### config.mk
export PLATFORM = sky130hd
export DESIGN_NAME = html_text_escaper
export DESIGN_NICKNAME = d
export VERILOG_FILES = /design/src/rtl/hte_pkg.sv /design/src/rtl/html_text_escaper.sv /design/src/rtl/hte_front.sv /design/src/rtl/hte_queue.sv /design/src/rtl/hte_back.sv
export SDC_FILE = /design/constraint.sdc
export NUM_CORES = 1
export LEC_CHECK = 0
export BUFFER_PORTS_ARGS = -buffer_cell sky130_fd_sc_hd__buf_2
export CAP_MARGIN = 30
export CORE_ASPECT_RATIO = 1.4
export CORE_UTILIZATION = 54
export CTS_CLUSTER_DIAMETER = 60
export DETAILED_ROUTE_END_ITERATION = 8
export GPL_ROUTABILITY_DRIVEN = 0
export HOLD_SLACK_MARGIN = 0.12
export PLACE_DENSITY_LB_ADDON = 0.25
export SYNTH_ARGS = -nofsm -noshare
export SYNTH_HDL_FRONTEND = slang
export SYNTH_SLANG_ARGS = --single-unit
### constraint.sdc
create_clock -name clk -period 5.1 [get_ports clk]
set_input_delay 0.255 -clock clk [delete_from_list [all_inputs] [get_ports clk]]
set_output_delay 0.255 -clock clk [all_outputs]
set_load 0.01 [all_outputs]
### src/rtl/hte_pkg.sv
`default_nettype none
package hte_pkg;

  localparam int CHAR_BITS   = 16;
  localparam int QUEUE_DEPTH = 4;
  localparam int QIDX_BITS   = $clog2(QUEUE_DEPTH);
  localparam int QCNT_BITS   = $clog2(QUEUE_DEPTH + 1);

  localparam logic [CHAR_BITS-1:0] CHAR_LF = CHAR_BITS'(10);
  localparam logic [CHAR_BITS-1:0] CHAR_CR = CHAR_BITS'(13);
  localparam logic [CHAR_BITS-1:0] CHAR_AMP = CHAR_BITS'(8'h26);
  localparam logic [CHAR_BITS-1:0] CHAR_LT = CHAR_BITS'(8'h3c);
  localparam logic [CHAR_BITS-1:0] CHAR_GT = CHAR_BITS'(8'h3e);

  // what the back end has to emit for one character
  typedef enum logic [2:0] {
    K_NONE,
    K_AMP,
    K_LT,
    K_GT,
    K_BR,
    K_LIT
  } kind_t;

  typedef struct packed {
    logic                 flush;  // pending cr gives <br/> first
    kind_t                kind;
    logic                 last;
    logic [CHAR_BITS-1:0] ch;
  } hte_job_t;

  function automatic logic [2:0] entity_len(kind_t kind);
    logic [2:0] len;
    case (kind)
      K_AMP:   len = 3'd5;
      K_LT:    len = 3'd4;
      K_GT:    len = 3'd4;
      K_BR:    len = 3'd5;
      K_LIT:   len = 3'd1;
      default: len = 3'd0;
    endcase
    return len;
  endfunction

  function automatic logic [7:0] ascii_unit(kind_t kind, logic [2:0] pos);
    logic [7:0] a;
    a = 8'h00;
    case (kind)
      K_AMP: begin
        case (pos)
          3'd0:    a = "&";
          3'd1:    a = "a";
          3'd2:    a = "m";
          3'd3:    a = "p";
          default: a = ";";
        endcase
      end
      K_LT: begin
        case (pos)
          3'd0:    a = "&";
          3'd1:    a = "l";
          3'd2:    a = "t";
          default: a = ";";
        endcase
      end
      K_GT: begin
        case (pos)
          3'd0:    a = "&";
          3'd1:    a = "g";
          3'd2:    a = "t";
          default: a = ";";
        endcase
      end
      K_BR: begin
        case (pos)
          3'd0:    a = "<";
          3'd1:    a = "b";
          3'd2:    a = "r";
          3'd3:    a = "/";
          default: a = ">";
        endcase
      end
      default: a = 8'h00;
    endcase
    return a;
  endfunction

  function automatic logic [CHAR_BITS-1:0] entity_unit(kind_t kind, logic [2:0] pos,
                                                       logic [CHAR_BITS-1:0] ch);
    logic [CHAR_BITS-1:0] u;
    if (kind == K_LIT) begin
      u = ch;
    end else begin
      u = CHAR_BITS'(ascii_unit(kind, pos));
    end
    return u;
  endfunction

endpackage
`default_nettype wire

### src/rtl/html_text_escaper.sv
`default_nettype none
// html text escaper: takes text one 16-bit character per request (in_string_end
// on the last one) and emits the html-escaped text one character per request.
// '&', '<' and '>' become &amp; &lt; &gt;; with cfg_convert_newlines set, cr lf,
// a lone cr and a lone lf each become <br/>, otherwise cr and lf pass as is.
// a cr is held back until the next character (or end of string) shows whether
// an lf follows, so that input request gives no output at all.
// out_run_last marks the last output of each input request, and
// out_output_string_end the last output of the string.
// rate: one output character per clock while out_pop stays high; an input
// request expands to one character for plain text and up to ten for a held cr
// flushed ahead of an entity, all emitted by the single output sequencer. with out_pop
// high, plain text streams at one request per clock with no bubbles.
// in_full rises only when the four-entry job queue between the classifier and
// the sequencer is full; results sit in a one-entry output register.
// write cfg_convert_newlines only while no request is in flight.
module html_text_escaper (
  input  wire logic                          clk,
  input  wire logic                          rst_n,
  // configuration write channel
  input  wire logic                          cfg_valid,
  output logic                               cfg_ready,
  input  wire logic                          cfg_convert_newlines,
  // input queue side
  input  wire logic                          in_push,
  output logic                               in_full,
  input  wire logic [hte_pkg::CHAR_BITS-1:0] in_char_code,
  input  wire logic                          in_string_end,
  // result queue side
  output logic                               out_empty,
  input  wire logic                          out_pop,
  output logic [hte_pkg::CHAR_BITS-1:0]      out_char,
  output logic                               out_run_last,
  output logic                               out_output_string_end
);
  import hte_pkg::*;

  hte_job_t front_job;
  hte_job_t head_job;
  logic     front_push;
  logic     q_full;
  logic     q_empty;
  logic     back_pop;
  logic     in_accept;

  // config register always takes a write
  assign cfg_ready = 1'b1;

  // input accepted whenever the job queue has room
  assign in_full   = q_full;
  assign in_accept = in_push && !q_full;

  // front end: classify the character and track the held cr
  hte_front u_front (
    .clk                  (clk),
    .rst_n                (rst_n),
    .cfg_valid            (cfg_valid),
    .cfg_convert_newlines (cfg_convert_newlines),
    .accept               (in_accept),
    .char_code            (in_char_code),
    .string_end           (in_string_end),
    .job                  (front_job),
    .job_push             (front_push)
  );

  // decoupling queue of classified jobs
  hte_queue u_queue (
    .clk      (clk),
    .rst_n    (rst_n),
    .push     (front_push),
    .push_job (front_job),
    .pop      (back_pop),
    .head_job (head_job),
    .full     (q_full),
    .empty    (q_empty)
  );

  // back end: walk each job's entity text into the output register
  hte_back u_back (
    .clk                   (clk),
    .rst_n                 (rst_n),
    .job                   (head_job),
    .job_valid             (!q_empty),
    .job_pop               (back_pop),
    .out_empty             (out_empty),
    .out_pop               (out_pop),
    .out_char              (out_char),
    .out_run_last          (out_run_last),
    .out_output_string_end (out_output_string_end)
  );

endmodule
`default_nettype wire

### src/rtl/hte_front.sv
`default_nettype none
module hte_front (
  input  wire logic                          clk,
  input  wire logic                          rst_n,
  input  wire logic                          cfg_valid,
  input  wire logic                          cfg_convert_newlines,
  input  wire logic                          accept,
  input  wire logic [hte_pkg::CHAR_BITS-1:0] char_code,
  input  wire logic                          string_end,
  output hte_pkg::hte_job_t                  job,
  output logic                               job_push
);
  import hte_pkg::*;

  logic  conv_r, conv_nxt;
  logic  cr_pending_r, cr_pending_nxt;
  kind_t kind;
  logic  hold_cr;
  logic  is_cr, is_lf;

  assign is_cr = (char_code == CHAR_CR);
  assign is_lf = (char_code == CHAR_LF);

  always_comb begin
    kind    = K_LIT;
    hold_cr = 1'b0;
    if (cr_pending_r && is_lf && conv_r) begin
      kind = K_NONE;  // cr lf pair already covered by the flush
    end else if (char_code == CHAR_AMP) begin
      kind = K_AMP;
    end else if (char_code == CHAR_LT) begin
      kind = K_LT;
    end else if (char_code == CHAR_GT) begin
      kind = K_GT;
    end else if (is_cr && conv_r) begin
      if (string_end) begin
        kind = K_BR;
      end else begin
        kind    = K_NONE;
        hold_cr = 1'b1;
      end
    end else if (is_lf && conv_r) begin
      kind = K_BR;
    end
  end

  always_comb begin
    job.flush = cr_pending_r;
    job.kind  = kind;
    job.last  = string_end;
    job.ch    = char_code;
    job_push  = accept && (cr_pending_r || (kind != K_NONE));
  end

  assign conv_nxt       = cfg_valid ? cfg_convert_newlines : conv_r;
  assign cr_pending_nxt = accept ? hold_cr : cr_pending_r;

  always_ff @(posedge clk) begin
    if (!rst_n) begin
      conv_r       <= 1'b0;
      cr_pending_r <= 1'b0;
    end else begin
      conv_r       <= conv_nxt;
      cr_pending_r <= cr_pending_nxt;
    end
  end

endmodule
`default_nettype wire

### src/rtl/hte_queue.sv
`default_nettype none
module hte_queue (
  input  wire logic              clk,
  input  wire logic              rst_n,
  input  wire logic              push,
  input  wire hte_pkg::hte_job_t push_job,
  input  wire logic              pop,
  output hte_pkg::hte_job_t      head_job,
  output logic                   full,
  output logic                   empty
);
  import hte_pkg::*;

  hte_job_t               slot_r [QUEUE_DEPTH];
  logic [QIDX_BITS-1:0]   wr_ptr_r, wr_ptr_nxt;
  logic [QIDX_BITS-1:0]   rd_ptr_r, rd_ptr_nxt;
  logic [QCNT_BITS-1:0]   count_r, count_nxt;
  logic                   do_push, do_pop;

  assign full     = (count_r == QCNT_BITS'(QUEUE_DEPTH));
  assign empty    = (count_r == '0);
  assign do_push  = push && !full;
  assign do_pop   = pop && !empty;
  assign head_job = slot_r[rd_ptr_r];

  always_comb begin
    wr_ptr_nxt = do_push ? QIDX_BITS'(wr_ptr_r + 1'b1) : wr_ptr_r;
    rd_ptr_nxt = do_pop ? QIDX_BITS'(rd_ptr_r + 1'b1) : rd_ptr_r;
    count_nxt  = count_r;
    if (do_push && !do_pop) begin
      count_nxt = QCNT_BITS'(count_r + 1'b1);
    end else if (do_pop && !do_push) begin
      count_nxt = QCNT_BITS'(count_r - 1'b1);
    end
  end

  always_ff @(posedge clk) begin
    if (do_push) begin
      slot_r[wr_ptr_r] <= push_job;
    end
  end

  always_ff @(posedge clk) begin
    if (!rst_n) begin
      wr_ptr_r <= '0;
      rd_ptr_r <= '0;
      count_r  <= '0;
    end else begin
      wr_ptr_r <= wr_ptr_nxt;
      rd_ptr_r <= rd_ptr_nxt;
      count_r  <= count_nxt;
    end
  end

endmodule
`default_nettype wire

### src/rtl/hte_back.sv
`default_nettype none
module hte_back (
  input  wire logic                          clk,
  input  wire logic                          rst_n,
  input  wire hte_pkg::hte_job_t             job,
  input  wire logic                          job_valid,
  output logic                               job_pop,
  output logic                               out_empty,
  input  wire logic                          out_pop,
  output logic [hte_pkg::CHAR_BITS-1:0]      out_char,
  output logic                               out_run_last,
  output logic                               out_output_string_end
);
  import hte_pkg::*;

  logic                 out_valid_r, out_valid_nxt;
  logic [CHAR_BITS-1:0] out_char_r;
  logic                 out_run_last_r;
  logic                 out_str_end_r;
  logic [2:0]           pos_r, pos_nxt;
  logic                 flush_done_r, flush_done_nxt;
  logic                 in_flush;
  kind_t                seg_kind;
  logic [2:0]           seg_len;
  logic                 seg_end;
  logic                 job_done;
  logic                 load;

  always_comb begin
    in_flush = job.flush && !flush_done_r;
    seg_kind = in_flush ? K_BR : job.kind;
    seg_len  = entity_len(seg_kind);
    seg_end  = (pos_r == 3'(seg_len - 3'd1));
    job_done = seg_end && (!in_flush || (job.kind == K_NONE));
    load     = job_valid && (!out_valid_r || out_pop);
    job_pop  = load && job_done;
  end

  always_comb begin
    pos_nxt        = pos_r;
    flush_done_nxt = flush_done_r;
    if (load) begin
      if (job_done) begin
        pos_nxt        = 3'd0;
        flush_done_nxt = 1'b0;
      end else if (seg_end) begin
        pos_nxt        = 3'd0;
        flush_done_nxt = 1'b1;
      end else begin
        pos_nxt = 3'(pos_r + 3'd1);
      end
    end
    if (load) begin
      out_valid_nxt = 1'b1;
    end else if (out_pop) begin
      out_valid_nxt = 1'b0;
    end else begin
      out_valid_nxt = out_valid_r;
    end
  end

  always_ff @(posedge clk) begin
    if (load) begin
      out_char_r     <= entity_unit(seg_kind, pos_r, job.ch);
      out_run_last_r <= job_done;
      out_str_end_r  <= job_done && job.last;
    end
  end

  always_ff @(posedge clk) begin
    if (!rst_n) begin
      out_valid_r  <= 1'b0;
      pos_r        <= 3'd0;
      flush_done_r <= 1'b0;
    end else begin
      out_valid_r  <= out_valid_nxt;
      pos_r        <= pos_nxt;
      flush_done_r <= flush_done_nxt;
    end
  end

  assign out_empty             = !out_valid_r;
  assign out_char              = out_char_r;
  assign out_run_last          = out_run_last_r;
  assign out_output_string_end = out_str_end_r;

endmodule
`default_nettype wire

==> metrics.md, run 1 <==
| Metric | Value |
|---|---|
| Critical Path, Cell by Cell | mux4_2, o21bai_2, a211oi_1, a41oi_2, nor4_4, inv_1, ha_1, inv_1, fa_1, xor2_1, or3_1, a21boi_0 |
| Number of global-route vias before repair | just under 3000 |
| Classification of the worst-slack hold path | in2reg |
| Final wirelength | 9180 um |
| IO Pins | between 40 and 50 |
| Post-synthesis sequential area ratio | between 60% and 70% |
| Min-Delay Startpoint | in_char_code[0] |
| Hold buffers post-CTS | 16 |
| Number of H-tree levels | 4 |
| Largest stage delay, worst path | between 0.8 and 0.9 ns |
| Postcts setup bufs | 0 |
| Drt wl/cell | between 15 and 20 um |
| Psw | 925 uW |
| Hold depth | 1 |
| Critical path data required time | approximately 5.4 ns |
| Cell Pwr Density | roughly 540 mW/mm^2 |
| Clk root buf | clkbuf_16 |
| MaxCap Viol Count | 0 |
| Setup Crit Path Kind | reg2reg |
| IR drop worst, VDD | around 0.4 mV |
| Clk_lat worst skew | about 0.40 ns |
| Critical Path Fanout Max | 13 |
| Num rows | between 40 and 50 |
| GRT overflow | 0 |
| Mapped cell area | about 0.0050 mm^2 |
| Comb pwr share | a little under a quarter |
| Max Fclk | ~260 MHz |
| RSZ-0062 raised after global routing | no |
| Post-route cell area | slightly above 0.006 mm^2 |
| Slew headroom | around two fifths |
| Avg Vias per Cell | approximately 5.7 |
| #FFs+latches synth | 118 |
| Main synth FF type | edfxtp_1 |
| FF/Latch Area | 0.00338 mm^2 |
| Pre-antenna DRT Iters | 4 |
| Actual slew at the worst max-slew pin | between 0.8 and 0.9 ns |
| Startpoint Class | flip-flop |
| Reg-to-Reg End | u_queue.count_r[2]$_SDFFE_PN0P_ |
| CTS clk-pin slew, worst paths | around 0.05 ns |
| Status | complete, no violations |
| Post-synth EDFFs | around 100 |
| Antenna cells | 0 |
| Final setup viols | 0 |
| Synth Instances | 316 |
| Met3 GRT Util | under 10% |
| Synth cell types | 53 |
| Post_cts resized | 0 |
| Net Count, Synth | approximately 350 |
| Initial Util | a little under three fifths |
| Hold endpoint | u_queue.slot_r[3][0]$_DFFE_PP_ |
| Final worst path period share | between 70% and 80% |
| Core Region | 0.00903 mm^2 |
| Number of DRC markers in iteration 0 | ~170 |
| # port buffers | 42 |
| Initial antenna violation count | 0 |
| Chip width | between 80 and 90 um |
| Max-slew violations | 0 |
| DP HPWL | roughly 6000 um |
| Async set or reset register ratio after synthesis | 0% |
| Synth warnings | 0 |
| Largest net degree at the start of global routing | 23 |
| First-pass GRT wire length | about 15000 um |
| Die area | roughly 0.0097 mm^2 |
| Clock sink count | 118 |
| Area after DPL | 0.00544 mm^2 |
| CTS Buffer Depth | 2 |
| CTS buffer count | 17 |
| R2R Setup Slk | roughly 1.3 ns |
| Final hold violation count | 0 |
| Area of the multi-input gates | approximately 0.0015 mm^2 |
| Standby leakage power | roughly 0.0022 uW |
| Post-layout min period | around 3.8 ns |
| Post-Route Setup TNS | 0 ns |
| Clock skew | approximately 0.0066 ns |
| Syn_area_per_cell | approximately 16 um^2 |
| DRC | 0 |
| Gr usage total | about a fifth |
| Grt met1 use | around a quarter |
| Crit path top cell by count | inv_1 |
| Critical path data arrival time | 4.13 ns |
| Layout cells sized above 1 | around a quarter |
| Clock group share of total power | 34.9% |
| GR peak layer | met2 |
| TritonCTS clock tree | yes |
| Pint | ~2400 uW |
| Switching Fraction | 27.9% |
| Nets | 424 |
| Met2 usage | a little over a third |
| Worst r2r path cells | 12 |
| Detail Route Antenna Nets | 0 |
| Critical Path Sink Type | flip-flop |
| Via count | between 2000 and 3000 |
| Layout area overhead | 23.2% |
| CP max stage cell | dfxtp_1 |
| Number of fill cells | 611 |
| Seq pwr share | between 40 and 50% |
| Height of the chip | about 120 um |
[worst max-delay path, delay by kind of cell, from the launching register on]
| kind | cells | cell delay, ns |
|---|---|---|
| multiplexers | 1 | 0.74 |
| flip-flops | 1 | 0.88 |
| buffers and inverters | 2 | 0.13 |
| XOR/XNOR | 1 | 0.17 |
| AO/OA/AOI/OAI | 4 | 0.85 |
| AND/OR/NAND/NOR | 2 | 0.39 |
| adder cells (fa/ha/maj) | 2 | 0.55 |
[routing by layer]
layer / up-vias / wire [um]
li1: 1366 / -
met1: 1409 / 3750
met2: 96 / 4720
met3: 24 / 451
met4: 0 / 259
met5: - / 0
[cell usage after synthesis, drive strengths merged (2+ instances only)]
library cell	number	area [um^2]
a21boi	3	22.5
a21o	2	15.0
a21oi	6	33.8
a2bb2oi	2	17.5
a31oi	2	12.5
and2	19	124
buf	4	35.0
clkbuf	7	26.3
dfxtp	16	320
edfxtp	102	3060
ha	11	138
inv	12	45.0
mux2i	6	60.1
mux4	21	477
nand2	24	90.1
nand2b	6	37.5
nand3	6	30.0
nand3b	3	35.0
nand4	2	12.5
nor2	10	37.5
nor2b	5	31.3
nor3	5	25.0
nor3b	2	15.0
nor4	4	40.0
o21ai	12	60.1
or3	4	25.0
xnor2	3	33.8
[registers in the layout, summed over array words and instances, names as in the netlist, named ones only]
| name | count |
|---|---|
| u_queue.rd_ptr_r | 2 |
| u_queue.wr_ptr_r | 2 |
| u_back.out_output_string_end | 1 |
| u_front.cr_pending_r | 1 |
| u_back.out_valid_r | 1 |
| u_queue.slot_r | 84 |
| u_back.flush_done_r | 1 |
| u_back.pos_r | 3 |
| u_back.out_run_last | 1 |
| u_queue.count_r | 3 |
| u_back.out_char | 16 |
| u_front.conv_r | 1 |
[power groups by stage]
stage | Clock (uW) | Combinational [uW] | Sequential (uW)
floorplan | 0 | 507 | 1410
global placement | 0 | 723 | 1390
detailed placement | 0 | 781 | 1400
CTS | 1180 | 797 | 1380
global route | 1220 | 873 | 1400
finish | 1160 | 786 | 1380
[logic make-up (layout without fill, tap and decap cells)]
logic type	count (synthesis)	count (layout)	share of synthesized area, %
XOR/XNOR	4	4	0.847
buffers and inverters	23	109	2.12
other	1	1	0.0747
AO/OA/AOI/OAI	39	39	5.46
multiplexers	27	27	10.7
adder cells (fa/ha/maj)	12	12	3.14
AND/OR/NAND/NOR	92	92	10.3
flip-flops	118	118	67.4
[cell type report]
| class | instances | share of cell area [%] |
|---|---|---|
| clock inverter | 14 | 2.57 |
| sequential | 118 | 54.7 |
| inverter | 12 | 0.728 |
| multi-input combinational | 175 | 24.8 |
| clock buffer | 18 | 6.94 |
| tap | 107 | 2.16 |
| timing repair buffer | 65 | 8.13 |
[worst max path at each step]
stage,start,endpoint,cells after the start
finish,flip-flop,u_queue.count_r[2]$_SDFFE_PN0P_,12
global route,flip-flop,u_queue.count_r[2]$_SDFFE_PN0P_,12
CTS,flip-flop,u_queue.count_r[2]$_SDFFE_PN0P_,12
detailed placement,flip-flop,u_queue.count_r[2]$_SDFFE_PN0P_,12
global placement,flip-flop,u_queue.count_r[2]$_SDFFE_PN0P_,12
floorplan,flip-flop,u_queue.count_r[2]$_SDFFE_PN0P_,14
[stage by stage]
step	util (%)	setup WS, ns	power [uW]	hold WS (ns)	instances
4_1_cts	68.5	1.23	3350	0.126	509
3_3_place_gp	59.0	1.41	2120	0.464	457
2_1_floorplan	-	1.94	1910	0.354	316
6_report	68.5	1.29	3320	0.140	509
3_5_place_dp	60.2	1.26	2180	0.476	461
5_1_grt	68.5	0.962	3490	0.139	509
[layout by cell type, fill, tap and decap left out, types with 3 or more instances in the layout]
cell / n
a21boi_0: 3
a21oi_1: 5
and2_1: 17
buf_16: 4
buf_2: 42
buf_4: 3
bufinv_16: 3
clkbuf_16: 17
clkinv_1: 3
clkinvlp_4: 4
dfxtp_1: 16
dlygate4sd3_1: 16
edfxtp_1: 102
ha_1: 11
inv_1: 12
mux2i_1: 6
mux4_2: 20
nand2_1: 24
nand2b_1: 6
nand3_1: 6
nor2_1: 10
nor2b_1: 5
nor3_1: 5
nor4_1: 3
o21ai_0: 10
or3_1: 4
Note: power is estimated with default switching activity, not from simulation.
==> run 2, diff against run 1 <==
--- a/config.mk
+++ b/config.mk
@@ -8,7 +8,7 @@
 export BUFFER_PORTS_ARGS = -buffer_cell sky130_fd_sc_hd__buf_2
 export CAP_MARGIN = 30
 export CORE_ASPECT_RATIO = 1.4
-export CORE_UTILIZATION = 54
+export CORE_UTILIZATION = 53
 export CTS_CLUSTER_DIAMETER = 60
 export DETAILED_ROUTE_END_ITERATION = 8
 export GPL_ROUTABILITY_DRIVEN = 0
==> constraint.sdc (replaced) <==
create_clock -name clk -period 3.4 [get_ports clk]
set_input_delay 0.17 -clock clk [delete_from_list [all_inputs] [get_ports clk]]
set_output_delay 0.17 -clock clk [all_outputs]
set_load 0.01 [all_outputs]
==> run 2 against run 1 <==
The run now ends with DRC left. Critical path depth shrank 1. Core utilization down 0.39 points. Flip-flop and latch count did not move. Non-clock buffer count is 12 higher. Sequential power is 48% higher. Worst hold slack better by 0.034 ns. Register-to-register slack lost 1.1 ns. Fmax increased by 20%. Sequential share of layout area down 0.29 points. Via count increased by 1.5%. Final cell count rose by 2.2%. First-iteration DRC count grew 1.2%. Critical endpoint unchanged. Largest power group unchanged.
==> metrics.md, run 2 (same netlist as run 1, synthesis figures left out) <==
| Metric | Value |
|---|---|
| Status | finished, violations left |
| Failing checks | DRC |
| Avg Vias per Cell | 5.65 (-0.70%) |
| CTS buffer count | 17 (unchanged) |
| Standby leakage power | 0.00222 uW (+1.4%) |
| Die area | 0.00987 mm^2 (+1.8%) |
| Setup Crit Path Kind | reg2reg |
| Number of DRC markers in iteration 0 | 170 (+1.2%) |
| CTS Buffer Depth | 2 (unchanged) |
| Via count | 2937 (+1.5%) |
| Hold depth | 3 (+2) |
| Crit path buffers/inverters | 2 (unchanged) |
| Clk root buf | clkbuf_16 |
| Largest net degree at the start of global routing | 22 (-4.3%) |
| Actual slew at the worst max-slew pin | 0.708 ns (-0.164 ns) |
| Dpl cells | 467 (+1.3%) |
| Critical path data arrival time | 3.51 ns (-0.62 ns) |
| Final setup viols | 0 (unchanged) |
| Worst r2r path cells | 11 (-1) |
| Pre-antenna DRT Iters | 9 (+5) |
| Total power | 4980 uW (+50%) |
| Largest register FFs | 84 (unchanged) |
| Post-layout min period | 3.17 ns (-0.643 ns) |
| Most frequent cells in the layout | edfxtp_1 (102), buf_2 (42), nand2_1 (24) |
| RSZ-0062 raised after global routing | no |
| GRT overflow | 0 (unchanged) |
| CP max stage cell | mux4_2 |
| IO Pins | 44 (unchanged) |
| Height of the chip | 117 um (+0.92%) |
| Initial antenna violation count | 0 (unchanged) |
| Clk_lat worst skew | 0.42 ns (+0.02 ns) |
| Post-Route Setup TNS | 0 ns (unchanged) |
| Nets | 436 (+2.8%) |
| Classification of the worst-slack hold path | in2reg |
| Clock skew | 0.00868 ns (+0.00203 ns) |
| Layout area overhead | 23.9% |
| Chip width | 84.3 um (+0.92%) |
| Critical Path Fanout Max | 7 (-6) |
| Min-Delay Startpoint | rst_n |
| Critical Path, Cell by Cell | mux4_2, or3_1, and2_4, nor4_4, inv_1, ha_1, inv_1, fa_1, xor2_1, or3_1, a21boi_0 |
| Antenna cells | 0 (unchanged) |
| Startpoint Class | flip-flop |
| # port buffers | 42 (unchanged) |
| TritonCTS clock tree | yes |
| Critical Path Sink Type | flip-flop |
| IR drop worst, VDD | 0.428 mV (+8.0%) |
| Largest stage delay, worst path | 0.62 ns (-0.26 ns) |
| Fin cells | 520 (+2.2%) |
| Hold endpoint | u_back.flush_done_r$_SDFFE_PN0P_ |
| Critical path's top delay family | simple AND/OR/NAND/NOR gates |
| Final worst path period share | 93.2% (+18 points) |
| DRC | 6 (+6) |
| Critical path data required time | 3.74 ns (-1.68 ns) |
| Slew headroom | 52.6% (+11 points) |
| MaxCap Viol Count | 0 (unchanged) |
| DP HPWL | 6020 um (+0.32%) |
| Core Region | 0.00913 mm^2 (+1.1%) |
| CTS clk-pin slew, worst paths | 0.06 ns (about the same) |
| Max Fclk | 316 MHz (+20%) |
| Clock sink count | 118 (unchanged) |
| Num rows | 41 (unchanged) |
| Final wirelength | 9250 um (+0.80%) |
| Number of fill cells | 618 (+1.1%) |
| Drt wl/cell | 17.8 um (-1.3%) |
| Max-slew violations | 0 (unchanged) |
| Reg-to-Reg End | u_queue.count_r[2]$_SDFFE_PN0P_ |
| Commonest non-fill, non-tap cell in the layout | edfxtp_1 |
| Most flop-heavy register | u_queue.slot_r |
| Number of H-tree levels | 4 (unchanged) |
| Layout cells sized above 1 | 28.6% (+2.2 points) |
| Cell Pwr Density | 801 mW/mm^2 (+49%) |
| Number of global-route vias before repair | 2936 (+0.62%) |
| First-pass GRT wire length | 14800 um (+0.66%) |
| R2R Setup Slk | 0.23 ns (-1.06 ns) |
| Final hold violation count | 0 (unchanged) |
| Detail Route Antenna Nets | 0 (unchanged) |
| Gr usage total | 21.1% (+0.24 points) |
| Initial Util | 55.0% (-0.63 points) |
==> run 2: cell types whose count changed in the layout (fill, tap and decap cells not counted), sizes merged <==
cell         change
buf              +8
clkinv           -2
clkbuf           -1
clkinvlp         +1
bufinv           -1
dlygate4sd3      +4
inv              +2
==> run 2: area by class of cell <==
cell class / instances / area [um^2] / share of cell area [%]
clock inverters: 14 / 151 / 2.43
well taps: 107 / 134 / 2.15
inverters: 12 / 45.0 / 0.724
multi-input cells: 175 / 1530 / 24.6
flip-flops and latches: 118 / 3380 / 54.4
repair buffers: 77 / 548 / 8.81
clock buffers: 17 / 425 / 6.84
==> run 2: worst min-delay path: cells and delay by family <==
family / cells / cell delay [ns]
buffers and inverters: 1 / 0.21
AO/OA/AOI/OAI: 1 / 0.06
AND/OR/NAND/NOR: 1 / 0.10
==> run 2: metal layers <==
metal  GRT usage (%)  up-vias  share of wire [%]
met1            23.7     1453                 41
li1                -     1387                  -
met2            36.0       83                 53
met4            11.8        0                2.0
met5               0        -                  0
met3            6.73       14                4.2
==> run 2: how the worst max path moves through the flow <==
stage | startpoint | endpoint | slack [ns] | cells past startpoint
finish | flip-flop | u_queue.count_r[2]$_SDFFE_PN0P_ | 0.23 | 11
floorplan | flip-flop | u_queue.count_r[2]$_SDFFE_PN0P_ | 0.24 | 14
global placement | flip-flop | u_queue.count_r[2]$_SDFFE_PN0P_ | 0.20 | 11
detailed placement | flip-flop | u_queue.count_r[2]$_SDFFE_PN0P_ | 0.10 | 11
CTS | flip-flop | u_queue.count_r[2]$_SDFFE_PN0P_ | 0.09 | 11
global route | flip-flop | u_queue.count_r[2]$_SDFFE_PN0P_ | 0.0003 | 11
==> run 2: what timing repair did <==
| item | 4_1_cts | 5_1_grt |
|---|---|---|
| resized for setup | 0 | 1 |
| setup endpoints to repair | 0 | 2 |
| endpoints found under the hold margin | 70 | 0 |
| hold buffers | 20 | 0 |
| buffers inserted | 0 | 2 |
==> run 2: where the power goes <==
group	leakage (uW)	total, uW	switching (uW)	internal [uW]
clock network	0.000268	1720	648	1080
registers	0.00107	2040	106	1930
logic	0.000884	1220	686	531
total	0.00222	4980	1440	3540
==> run 2: through the flow <==
stage               hold slack, ns  area (um^2)  worst slack (ns)  utilization, %
floorplan                    0.269         5020             0.242               -
global placement             0.397         5430             0.201            59.4
detailed placement           0.411         5430             0.103            59.4
CTS                          0.166         6200            0.0852            68.0
global route                 0.203         6220          0.000346            68.1
finish                       0.175         6220             0.233            68.1
==> run 3, diff against run 2 <==
--- a/config.mk
+++ b/config.mk
@@ -8,7 +8,7 @@
 export BUFFER_PORTS_ARGS = -buffer_cell sky130_fd_sc_hd__buf_2
 export CAP_MARGIN = 30
 export CORE_ASPECT_RATIO = 1.4
-export CORE_UTILIZATION = 53
+export CORE_UTILIZATION = 54
 export CTS_CLUSTER_DIAMETER = 60
 export DETAILED_ROUTE_END_ITERATION = 8
 export GPL_ROUTABILITY_DRIVEN = 0
==> constraint.sdc (replaced) <==
create_clock -name clk -period 3 [get_ports clk]
set_input_delay 0.15 -clock clk [delete_from_list [all_inputs] [get_ports clk]]
set_output_delay 0.15 -clock clk [all_outputs]
set_load 0.01 [all_outputs]
==> run 3 against run 2 <==
The flow now finishes without violations. Combinational power increased by 17%. Clock skew fell by 0.0037 ns. Critical path depth grew 2. Worst setup slack worse by 0.19 ns. Fmax rose by 7.1%. Wire length increased by 1.8%. Sequential power grew 14%. Non-clock buffer count grew 5. Clock power increased by 15%. Critical path type unchanged.
==> metrics.md, run 3 (same netlist as run 1, synthesis figures left out) <==
| Metric | Value |
|---|---|
| Most frequent cells in the layout | edfxtp_1 (102), buf_2 (42), nand2_1 (24) |
| IR drop worst, VDD | 0.609 mV (+42%) |
| Pre-CTS setup slack | 0.0249 ns (-0.0779 ns) |
| Die area | 0.00970 mm^2 (-1.8%) |
| RSZ-0062 raised after global routing | yes |
| Core Util, Final | 69.5% (+1.4 points) |
| CTS clk-pin slew, worst paths | 0.05 ns (about the same) |
| Final WS setup | 0.0431 ns (-0.190 ns) |
| Height of the chip | 116 um (-0.91%) |
| Commonest non-fill, non-tap cell in the layout | edfxtp_1 |
| Psw | 1610 uW (+11%) |
| CTS Buffer Depth | 2 (unchanged) |
| Critical Path Fanout Max | 6 (-1) |
| Num rows | 41 (unchanged) |
| Initial Util | 55.6% (+0.63 points) |
| Clock group share of total power | 34.5% (about the same) |
| Status | complete, no violations |
| Initial antenna violation count | 0 (unchanged) |
| CTS buffer count | 17 (unchanged) |
| Critical path data arrival time | 3.30 ns (-0.21 ns) |
| Final worst path period share | 98.6% (+5.4 points) |
| Layout area overhead | 25.0% |
| Classification of the worst-slack hold path | in2reg |
| Number of H-tree levels | 4 (unchanged) |
| Final setup viols | 0 (unchanged) |
| Clk root buf | clkbuf_16 |
| Pint | 4130 uW (+16%) |
| Critical path data required time | 3.34 ns (-0.40 ns) |
| Final hold violation count | 0 (unchanged) |
| Post-layout min period | 2.96 ns (-0.210 ns) |
| IO Pins | 44 (unchanged) |
| Cell Pwr Density | 913 mW/mm^2 (+14%) |
| First-pass GRT wire length | 15000 um (+1.0%) |
| Max-slew violations | 0 (unchanged) |
| Antenna cells | 0 (unchanged) |
| Actual slew at the worst max-slew pin | 0.617 ns (-0.0916 ns) |
| Switching Fraction | 28.0% (-0.90 points) |
| Nets | 441 (+1.1%) |
| Number of global-route vias before repair | 2952 (+0.54%) |
| Slew headroom | 58.7% (+6.1 points) |
| GRT overflow | 0 (unchanged) |
| Setup Crit Path Kind | reg2reg |
| Comb pwr share | 25.0% (+0.6 points) |
| Standby leakage power | 0.00226 uW (+1.6%) |
| Startpoint Class | flip-flop |
| DRC | 0 (-6) |
| Max Fclk | 338 MHz (+7.1%) |
| Number of DRC markers in iteration 0 | 136 (-20%) |
| Layout cells sized above 1 | 30.3% (+1.7 points) |
| Final wirelength | 9420 um (+1.8%) |
| Most flop-heavy register | u_queue.slot_r |
| Clk_lat worst skew | 0.41 ns (about the same) |
| Via count | 2983 (+1.6%) |
| Clock skew | 0.00495 ns (-0.00373 ns) |
| Clock sink count | 118 (unchanged) |
| Core Region | 0.00903 mm^2 (-1.1%) |
| Critical Path Sink Type | flip-flop |
| Pre-antenna DRT Iters | 4 (-5) |
| MaxCap Viol Count | 0 (unchanged) |
| Largest register FFs | 84 (unchanged) |
| DP HPWL | 5940 um (-1.4%) |
| Gr usage total | 21.3% (+0.25 points) |
| TritonCTS clock tree | yes |
| Chip width | 83.5 um (-0.91%) |
| Largest net degree at the start of global routing | 22 (unchanged) |
| R2R Setup Slk | 0.04 ns (-0.19 ns) |
| Drt wl/cell | 17.9 um (+0.63%) |
| Detail Route Antenna Nets | 0 (unchanged) |
| Seq pwr share | 40.5% (-0.5 points) |
| Avg Vias per Cell | 5.67 (+0.41%) |
| # port buffers | 42 (unchanged) |
==> run 3: cell count changes in the layout (fill, tap and decap cells not counted), sizes merged <==
cell / change
bufinv: +1
buf: +5
clkinv: +4
clkinvlp: -3
inv: -2
clkbuf: +1
==> run 3: metal layers <==
| metal | share of wire (%) | global-route usage (%) | up-vias |
|---|---|---|---|
| met2 | 53 | 37.5 | 111 |
| li1 | - | - | 1400 |
| met5 | 0 | 0 | - |
| met4 | 3.4 | 14.5 | 0 |
| met3 | 4.7 | 5.09 | 22 |
| met1 | 39 | 23.2 | 1450 |
==> run 3: power by group through the flow <==
stage	combinational, uW	sequential [uW]	clock (uW)
floorplan	882	2390	0
global placement	1340	2340	0
detailed placement	1380	2360	0
CTS	1420	2330	2010
global route	1580	2360	2070
finish	1430	2320	1980
==> run 3: area by class of cell <==
type                            count  area, um^2
Fill cell                         578        2750
Clock inverter                     14         159
Clock buffer                       18         429
Multi-Input combinational cell    175        1560
Timing Repair Buffer               82         561
Tap cell                          107         134
Inverter                           12        45.0
Sequential cell                   118        3390
==> run 3: what timing repair did <==
action	4_1_cts	5_1_grt
resized for setup	0	3
pin swaps	0	5
buffers inserted	2	3
hold endpoints to repair	70	0
setup endpoints to repair	1	2
hold buffers	20	0
==> run 3: stage by stage <==
stage                     setup TNS (ns)  instances  total power (uW)  cell area, um^2  hold slack, ns
after detailed placement               0        469              3740             5440           0.382
after global routing              -0.188        526              6010             6280           0.178
final                                  0        526              5730             6280           0.168
after floorplan                  -0.0404        316              3280             5050           0.249
after CTS                              0        523              5760             6240           0.142
after global placement                 0        469              3680             5440           0.376
==> run 3: worst paths after layout <==
path,startpoint,to,cells past startpoint
max,flip-flop,u_queue.count_r[2]$_SDFFE_PN0P_,13
min reg2reg,u_queue.rd_ptr_r[1]$_SDFFE_PN0P_,u_queue.rd_ptr_r[1]$_SDFFE_PN0P_,2
max reg2reg,flip-flop,u_queue.count_r[2]$_SDFFE_PN0P_,13
min,rst_n,u_back.flush_done_r$_SDFFE_PN0P_,3
==> run 3: critical path, stage by stage (launching register included) <==
cell and delay (ns):
dfxtp_4 0.39, buf_4 0.12, mux4_2 0.52, nand2_1 0.18
a211oi_2 0.10, a41oi_2 0.25, nor4_4 0.06, inv_1 0.08
ha_2 0.18, inv_2 0.05, fa_2 0.36, xor2_1 0.17
or3_1 0.31, a21boi_1 0.12
